File: src/sv/frpd_pkg.sv
`default_nettype none
package frpd_pkg;

  localparam int COORD_W   = 32;
  localparam int CNT_BITS  = 20;
  localparam int CNT_W     = CNT_BITS + 1;
  localparam int REG_W     = 21;
  localparam int NUM_LANES = 3;

  localparam int OUT_COUNT_RST = 10000;

  // config register indexes
  localparam logic [1:0] REG_IN_COUNT  = 2'd0;
  localparam logic [1:0] REG_OUT_COUNT = 2'd1;

  // open-bin sum: weight total <= 2^CNT_BITS, times one signed coordinate
  localparam int SUM_W  = COORD_W + CNT_W;
  // 2*sum + n, and its magnitude
  localparam int NUM_W  = SUM_W + 2;
  localparam int MAG_W  = SUM_W + 1;
  // divisor 2*n
  localparam int DEN_W  = CNT_W + 1;
  localparam int REM_W  = DEN_W + 1;
  localparam int STEP_W = $clog2(MAG_W);

  typedef logic signed [COORD_W-1:0] coord_t;
  typedef logic [CNT_W-1:0]          cnt_t;
  typedef logic signed [SUM_W-1:0]   sum_t;

  typedef struct packed {
    logic load_pos;
    logic mul_en;
    cnt_t weight;
    logic acc_add;
    logic acc_set;
    logic acc_clr;
    logic div_start;
  } lane_ctl_t;

  typedef struct packed {
    coord_t pos;
    coord_t avg;
    logic   done;
  } lane_res_t;

endpackage
`default_nettype wire

File: src/sv/frpd_merge.sv
`default_nettype none
module frpd_merge (
  input  wire                                         clk,
  input  wire                                         rst_n,
  input  frpd_pkg::lane_res_t [frpd_pkg::NUM_LANES-1:0] lane_res,
  input  wire                                         load,
  input  wire                                         sel_pass,
  input  wire                                         last,
  output logic                                        all_done,
  output logic                                        out_free,
  output logic                                        out_valid,
  input  wire                                         out_ready,
  output frpd_pkg::coord_t                            out_avg_x,
  output frpd_pkg::coord_t                            out_avg_y,
  output frpd_pkg::coord_t                            out_avg_z,
  output logic                                        out_last_of_frame
);
  import frpd_pkg::*;

  logic [NUM_LANES-1:0] done_vec;
  logic                 out_valid_r;
  coord_t               x_r, y_r, z_r;
  logic                 last_r;

  always_comb begin
    for (int i = 0; i < NUM_LANES; i++) begin
      done_vec[i] = lane_res[i].done;
    end
  end

  assign all_done = &done_vec;
  assign out_free = !out_valid_r || out_ready;

  always_ff @(posedge clk) begin
    if (!rst_n) begin
      out_valid_r <= 1'b0;
    end else if (load) begin
      out_valid_r <= 1'b1;
    end else if (out_ready) begin
      out_valid_r <= 1'b0;
    end
  end

  always_ff @(posedge clk) begin
    if (load) begin
      x_r    <= sel_pass ? lane_res[0].pos : lane_res[0].avg;
      y_r    <= sel_pass ? lane_res[1].pos : lane_res[1].avg;
      z_r    <= sel_pass ? lane_res[2].pos : lane_res[2].avg;
      last_r <= last;
    end
  end

  assign out_valid         = out_valid_r;
  assign out_avg_x         = x_r;
  assign out_avg_y         = y_r;
  assign out_avg_z         = z_r;
  assign out_last_of_frame = last_r;

  a_lanes_agree: assert property (@(posedge clk) disable iff (!rst_n)
    $countones(done_vec) == 0 || $countones(done_vec) == NUM_LANES)
    else $error("lane dividers out of step");

  a_no_overwrite: assert property (@(posedge clk) disable iff (!rst_n)
    load |-> (!out_valid_r || out_ready))
    else $error("output register overwritten");

endmodule
`default_nettype wire
File: config.mk
export PLATFORM = sky130hd
export DESIGN_NAME = frpd_merge
export DESIGN_NICKNAME = d
export VERILOG_FILES = /design/src/sv/frpd_pkg.sv /design/src/sv/frpd_merge.sv
export SDC_FILE = /design/constraint.sdc
export NUM_CORES = 1
export LEC_CHECK = 0
export BUFFER_PORTS_ARGS = -buffer_cell sky130_fd_sc_hd__buf_4
export CAP_MARGIN = 20
export CORE_AREA = 3 3 115 117
export DETAILED_ROUTE_END_ITERATION = 12
export DIE_AREA = 0 0 118 120
export PLACE_DENSITY = 0.75
export SYNTH_ARGS = -nofsm -noshare
export SYNTH_HDL_FRONTEND = slang
export SYNTH_SLANG_ARGS = --single-unit
export TNS_END_PERCENT = 1
File: constraint.sdc
create_clock -name clk -period 2.2 [get_ports clk]
set_input_delay 0.44 -clock clk [delete_from_list [all_inputs] [get_ports clk]]
set_output_delay 0.44 -clock clk [all_outputs]
set_load 0.005 [all_outputs]
Word level (Yosys, flattened, before mapping). Cells that the tools add are included.

Input port bits: 201. Flip-flop bits (word level): 98. Output and inout port bits: 100. Word-level logic and storage cells: 14.

Reductions and logical operators: 4. Multiplexer cells: 5.

Operators with widths (count): 2-to-1 mux 32 bit (3); AND reduction 3 bit (1); 2-to-1 mux 1 bit (2); nonzero test 2 bit (1); logical NOT 1 bit (1); logical OR 1 bit (1).

Longest topological paths before layout. Gate-level depths: netlist (run 1).

Depth in word-level cells: 2. Depth in mapped cells: 4.

Least setup slack after synthesis (run 1). No wires, ideal clock.

Path type: input -> register. Start point: input port sel_pass. End point: register y_r[20], in the netlist out_avg_y[20], data pin. Buffers on the path: 3. Data required time: 1940 ps. Stages on the path: 4. Library setup time: 260 ps. Arrival time: 1111 ps. Setup slack: 829 ps. Cell sequence: buf_6 buf_8 buf_12 mux2_4.

Word-level cells in the longest chain between the ends: 1.

Ends and longest elaborated chain: start, declared (RTL line frpd_merge.sv:7) `input wire sel_pass,`; 2-to-1 mux 32 bit (RTL line frpd_merge.sv:47) `y_r <= sel_pass ? lane_res[1].pos : lane_res[1].avg;`; end signal, assigned (RTL line frpd_merge.sv:47); end, declared (RTL line frpd_merge.sv:22) `coord_t x_r, y_r, z_r;`.

No other way between the ends. A chain may end at the register's enable or synchronous reset.

Worst setup path in the final report (run 1).
Start point: register out_valid_r, in the netlist out_valid. End point: output port out_free.

Word-level cells in the longest chain between the ends: 2.

Ends and longest elaborated chain: start, declared (RTL line frpd_merge.sv:21) `logic out_valid_r;`; start signal, assigned (RTL line frpd_merge.sv:36) `out_valid_r <= 1'b0;`; start signal, assigned (RTL line frpd_merge.sv:38) `out_valid_r <= 1'b1;`; start signal, assigned (RTL line frpd_merge.sv:40) `out_valid_r <= 1'b0;`; logical NOT 1 bit (RTL line frpd_merge.sv:32) `assign out_free = !out_valid_r || out_ready;`; logical OR 1 bit (RTL line frpd_merge.sv:32); end, declared (RTL line frpd_merge.sv:10) `output logic out_free,`.

No other way between the ends.

==> results of run 1 <==
## metal layers
metal / GRT usage, % / vias up
met3: 6.645 / 29
met1: 15.75 / 1439
li1: - / 1424
met4: 8.645 / 0
met2: 29.11 / 198
met5: 0 / -
## stage by stage
stage	setup WS, ns	cell area, um^2	power (mW)
6_report	0.8663	7049	4.911
3_5_place_dp	0.6783	6715	3.198
5_1_grt	0.8329	7049	5.108
4_1_cts	0.8541	7049	4.969
2_1_floorplan	0.8285	4319	2.597
3_3_place_gp	0.7093	6715	3.173
## sequential cells by signal (all words and copies together), names as in the netlist
signal,cells
out_avg_x,32
out_avg_y,32
out_avg_z,32
out_last_of_frame,1
out_valid,1
## worst register-to-register path: stages, from the launching register on
cell and delay, ns:
dfxtp_1 0.34, nand2b_1 0.08, a21boi_0 0.16
## power groups by stage
stage / clock, mW / sequential, mW / combinational [mW]
finish: 1.77 / 2.30 / 0.843
global route: 1.89 / 2.32 / 0.902
CTS: 1.81 / 2.30 / 0.857
detailed placement: 0 / 2.34 / 0.855
global placement: 0 / 2.34 / 0.836
floorplan: 0 / 2.36 / 0.235
## final timing paths
check / startpoint / end / cells past startpoint
worst max-delay path: out_valid / out_free / 2
worst min-delay path: last / out_last_of_frame / 1
worst max register to register: out_valid / out_valid / 2
worst min register to register: out_valid / out_valid / 2
## placed cells by master, fill, tap and decap left out
cell type	synthesis	final
dfxtp_1	1	1
mux2_4	40	40
buf_12	4	3
a21boi_0	1	1
bufinv_16	0	3
inv_1	1	1
mux2_2	56	56
clkinv_1	0	2
clkbuf_1	0	1
buf_4	0	300
nand2b_1	1	1
edfxtp_1	97	97
clkinvlp_4	0	1
and3_1	1	1
clkbuf_16	0	9
## cells by family after synthesis
group,after synthesis
buf+inv,12
simple gates,2
mux,96
compound gates,1
flops,98
## area by class of cell
cell class / instances / area [um^2] / share of cell area [%]
clock inverters: 6 / 105.1 / 1.491
repair buffers: 303 / 2312 / 32.80
multi-input cells: 99 / 1251 / 17.75
well taps: 172 / 215.2 / 3.053
clock buffers: 10 / 229.0 / 3.248
flip-flops and latches: 98 / 2933 / 41.60
inverters: 1 / 3.754 / 0.05325
==> impl_metrics.env, run 1 <==
export IMPL_grt_pass1_wl_mm=17.55
export IMPL_arrival_ns=0.89
export IMPL_fin_tns_setup_ns=0
export IMPL_synth_xor_area_share_pct=0
export IMPL_critPathLaunchType="flop"
export IMPL_cts_sinks=98
export IMPL_path_clk_slew_ns=0.07
export IMPL_die_area_um2=14160
export IMPL_tritoncts="yes"
export IMPL_gr_total_overflow=0
export IMPL_clock_skew_ns=0
export IMPL_period_minus_slack_ns=1.334
export IMPL_power_leakage_nw=3.148
export IMPL_slew_headroom_pct=64.58
export IMPL_wl_per_cell_um=17.15
export IMPL_cts_buffers=9
export IMPL_crit_type="flop to output pin"
export IMPL_power_density_nw_per_um2=696.7
export IMPL_period_share_pct=60.62
export IMPL_initialDrtViolationCount=220
export IMPL_p_comb_share_pct=17.2
export IMPL_switching_share_pct=19.83
export IMPL_top_layer="met4"
export IMPL_synth_nets=410
export IMPL_dpl_hpwl_mm=9.128
export IMPL_syn_area_per_cell_um2=20.67
export IMPL_grt_pass1_vias=3324
export IMPL_p_sw_uw=974.0
export IMPL_slowest_stage="dfxtp_1"
export IMPL_setup_violations_final=0
export IMPL_synth_compound_area_share_pct=0.1738
export IMPL_synth_fa_ha_area_share_pct=0
export IMPL_async_flop_share_pct=0
export IMPL_cts_setup_buffers=0
export IMPL_drt_met1_wl_mm=3.974
export IMPL_holdWs_ns=0.2791
export IMPL_peakVddDrop_uv=326.1
export IMPL_max_freq_mhz=749.8
export IMPL_synthMuxAreaShare_pct=28.51
export IMPL_routed_wirelength_mm=11.81
export IMPL_ys_ff_latch=98
export IMPL_h_tree_depth=3
export IMPL_fin_util_pct=56.55
export IMPL_required_ns=1.76
export IMPL_num_fill_cells=1031
export IMPL_drv_cap=0
export IMPL_num_vias=3090
export IMPL_drc=0
export IMPL_ctsHoldBuffers=0
export IMPL_dpl_cell_count=673
export IMPL_grt_antenna_before_repair=0
export IMPL_antenna_cells=0
export IMPL_syn_to_final_growth_pct=63.21
export IMPL_cts_root_buffer_cell="clkbuf_16"
export IMPL_clk_latency_ns=0.34
export IMPL_drive_above_1_share_pct=79.69
export IMPL_yosys_top_cells_count="97 x edfxtp_1, 56 x mux2_2, 40 x mux2_4"
export IMPL_met2WireLength_mm=6.185
export IMPL_crit_buf_inv=1
export IMPL_synth_top_family_by_area="multiplexers"
export IMPL_clockBufferDepth=2
export IMPL_yosys_area_share_simple_pct=0.2897
export IMPL_seq_power_share_pct=46.9
export IMPL_place_congestion=0.7391
export IMPL_crit_fanout=2
export IMPL_synthesis_instances=209
export IMPL_die_h_um=120
export IMPL_yosysMostFrequentCell="edfxtp_1"
export IMPL_finalNonFillerCells=689
export IMPL_cts_resized=0
export IMPL_wl_met3_mm=1.235
export IMPL_synth_area_leaders="edfxtp_1 67%, mux2_2 15%, mux2_4 14%"
export IMPL_grt_start_max_net_pins=99
export IMPL_core_area_um2=12470
export IMPL_end_kind="output pin"
export IMPL_hp_class="primary input to flop"
export IMPL_rows=41
export IMPL_slowest_delay_ns=0.34
export IMPL_ys_types=12
export IMPL_worstPathCellList="nand2b_1 -> buf_4"
export IMPL_synth_edf_count=97
export IMPL_die_w_um=118
export IMPL_finalHoldViolations=0
export IMPL_ff2ff_setup_slack_ns=1.55
export IMPL_dr_pass1_iters=4
export IMPL_yosysSeqAreaShare_pct=67.90
export IMPL_drt_vias_per_instance=4.485
export IMPL_nets=713
export IMPL_syn_area_um2=4319
export IMPL_yosysTopAreaCell="edfxtp_1"
export IMPL_synth_ff_type="edfxtp_1"
export IMPL_status="finished clean"
export IMPL_tightestPinTransition_ns=0.5313
export IMPL_yosysWarnings=0
export IMPL_cp_top_family="flip-flops"
export IMPL_synth_top_cell_area_share_pct=67.44
export IMPL_rsz0062_at_grt="false"
export IMPL_start_util_pct=34.65
export IMPL_p_int_mw=3.937
export IMPL_p_clk_share_pct=36.0
export IMPL_grtUsageTotal_pct=16.14
export IMPL_slew_viol_final=0
export IMPL_io_buffers=300
export IMPL_antenna_left=0
export IMPL_io_pins=301
No activity file was read; power rests on OpenSTA's default activity.
==> run 2, diff against run 1 <==
--- a/config.mk
+++ b/config.mk
@@ -7,10 +7,10 @@
 export LEC_CHECK = 0
 export BUFFER_PORTS_ARGS = -buffer_cell sky130_fd_sc_hd__buf_4
 export CAP_MARGIN = 20
-export CORE_AREA = 3 3 115 117
+export CORE_AREA = 3 3 116 118
 export DETAILED_ROUTE_END_ITERATION = 12
-export DIE_AREA = 0 0 118 120
-export PLACE_DENSITY = 0.75
+export DIE_AREA = 0 0 119 121
+export PLACE_DENSITY = 0.77
 export SYNTH_ARGS = -nofsm -noshare
 export SYNTH_HDL_FRONTEND = slang
 export SYNTH_SLANG_ARGS = --single-unit
==> constraint.sdc (replaced) <==
create_clock -name clk -period 1.2 [get_ports clk]
set_input_delay 0.24 -clock clk [delete_from_list [all_inputs] [get_ports clk]]
set_output_delay 0.24 -clock clk [all_outputs]
set_load 0.005 [all_outputs]
==> run 2 against run 1 <==
Flip-flop and latch count did not move. Setup slack worse by 0.82 ns. Critical path depth shrank 1. Clock power increased by 43%. Count of clock-buffer cells in the layout up 1. Non-clock buffer count grew 2.
==> impl_metrics.env, run 2 (synthesis gave the netlist of run 1 again) <==
export IMPL_p_int_mw=6.579
export IMPL_grtUsageTotal_pct=15.19
export IMPL_crit_fanout=1
export IMPL_required_ns=0.96
export IMPL_p_clk_share_pct=30.5
export IMPL_tritoncts="yes"
export IMPL_slew_headroom_pct=81.73
export IMPL_final_common_cell="buf_4"
export IMPL_grt_pass1_vias=3210
export IMPL_drt_vias_per_instance=4.374
export IMPL_antenna_left=0
export IMPL_slowest_stage="edfxtp_1"
export IMPL_grt_pass1_wl_mm=16.57
export IMPL_p_sw_mw=1.716
export IMPL_dpl_cell_count=675
export IMPL_peakVddDrop_uv=588.5
export IMPL_ctsHoldBuffers=0
export IMPL_start_util_pct=34.37
export IMPL_die_w_um=119
export IMPL_slew_viol_final=0
export IMPL_fin_tns_setup_ns=0
export IMPL_dpl_hpwl_mm=9.046
export IMPL_core_area_um2=12570
export IMPL_grt_start_max_net_pins=51
export IMPL_crit_buf_inv=1
export IMPL_cts_setup_buffers=0
export IMPL_switching_share_pct=20.69
export IMPL_rows=41
export IMPL_io_pins=301
export IMPL_path_clk_slew_ns=0.06
export IMPL_clock_skew_ns=0
export IMPL_drive_above_1_share_pct=79.54
export IMPL_power_leakage_nw=3.125
export IMPL_fin_util_pct=55.66
export IMPL_cp_top_family="flip-flops"
export IMPL_cts_root_buffer_cell="clkbuf_16"
export IMPL_die_area_um2=14400
export IMPL_place_congestion=0.7567
export IMPL_cts_buffers=9
export IMPL_die_h_um=121
export IMPL_clk_latency_ns=0.34
export IMPL_critPathLaunchType="flop"
export IMPL_worstSetupStartpoint="out_avg_x[24]"
export IMPL_seq_power_share_pct=50.9
export IMPL_r2r_end="out_valid"
export IMPL_cts_sinks=98
export IMPL_crit_cells=1
export IMPL_p_comb_share_pct=18.6
export IMPL_power_density_nw_per_um2=1186
export IMPL_nets=715
export IMPL_final_cell_mix="301 x buf_4, 97 x edfxtp_1, 56 x mux2_2, 40 x mux2_4, 9 x clkbuf_16"
export IMPL_hold_start="last"
export IMPL_clockBufferDepth=2
export IMPL_rsz0062_at_grt="false"
export IMPL_period_share_pct=95.79
export IMPL_num_fill_cells=1053
export IMPL_wl_per_cell_um=16.37
export IMPL_grt_antenna_before_repair=0
export IMPL_num_vias=3018
export IMPL_arrival_ns=0.91
export IMPL_hp_class="primary input to flop"
export IMPL_status="finished clean"
export IMPL_rr_worst_depth=2
export IMPL_end_kind="output pin"
export IMPL_finalHoldViolations=0
export IMPL_ff2ff_setup_slack_ns=0.57
export IMPL_syn_to_final_growth_pct=61.96
export IMPL_crit_type="flop to output pin"
export IMPL_cts_resized=0
export IMPL_slowest_delay_ns=0.41
export IMPL_drc=0
export IMPL_initialDrtViolationCount=100
export IMPL_dr_pass1_iters=4
export IMPL_setup_violations_final=0
export IMPL_r2r_start="out_valid"
export IMPL_worstPathCellList="buf_4"
export IMPL_crit_path_end="out_avg_x[24]"
export IMPL_period_minus_slack_ns=1.150
export IMPL_routed_wirelength_mm=11.29
export IMPL_tightestPinTransition_ns=0.2740
export IMPL_max_freq_mhz=869.9
export IMPL_drv_cap=0
export IMPL_gr_total_overflow=0
export IMPL_finalNonFillerCells=690
export IMPL_io_buffers=300
export IMPL_antenna_cells=0
export IMPL_h_tree_depth=3
-- run 2: changes by cell type in the layout (fill, tap and decap cells not counted), sizes merged --
cell | before | now
buf | 303 | 305
clkbuf | 10 | 11
clkinv | 2 | 3
bufinv | 3 | 0
-- run 2: metrics by stage --
step	cell area, um^2	setup WS [ns]	total power [mW]	hold slack, ns
2_1_floorplan	4319	0.02852	4.761	0.3389
3_3_place_gp	6743	-0.07089	5.833	0.4198
3_5_place_dp	6743	-0.08333	5.874	0.4292
4_1_cts	6995	0.02328	8.418	0.06789
5_1_grt	6995	0.01316	8.663	0.06581
6_report	6995	0.05048	8.296	0.08456
-- run 2: power groups by stage --
stage	sequential (mW)	clock (mW)	combinational (mW)
2_1_floorplan	4.33	0	0.431
3_3_place_gp	4.29	0	1.54
3_5_place_dp	4.30	0	1.57
4_1_cts	4.23	2.61	1.57
5_1_grt	4.25	2.76	1.65
6_report	4.22	2.53	1.54
-- run 2: routing by layer --
layer	up-vias	global-route usage, %	part of all wire, %
met5	-	0	0
met1	1377	14.92	33
met4	0	6.807	2.1
met3	15	6.573	12
met2	200	27.59	53
li1	1426	-	-
-- run 2: area by class of cell --
cell class                 count  area [um^2]  area share, %
sequential                    98         2933          41.92
timing repair buffer         305         2340          33.45
multi-input combinational     99         1251          17.89
clock buffer                  11        232.7          3.327
tap                          172        215.2          3.076
clock inverter                 4        20.02         0.2862
inverter                       1        3.754        0.05366
-- run 2: worst min-delay path by stage --
stage                                   end  slack (ns)  depth (start not counted)
after floorplan           out_last_of_frame        0.34                          0
after global placement    out_last_of_frame        0.42                          1
after detailed placement  out_last_of_frame        0.43                          1
after CTS                 out_last_of_frame        0.07                          1
after global routing      out_last_of_frame        0.07                          1
final                     out_last_of_frame        0.08                          1
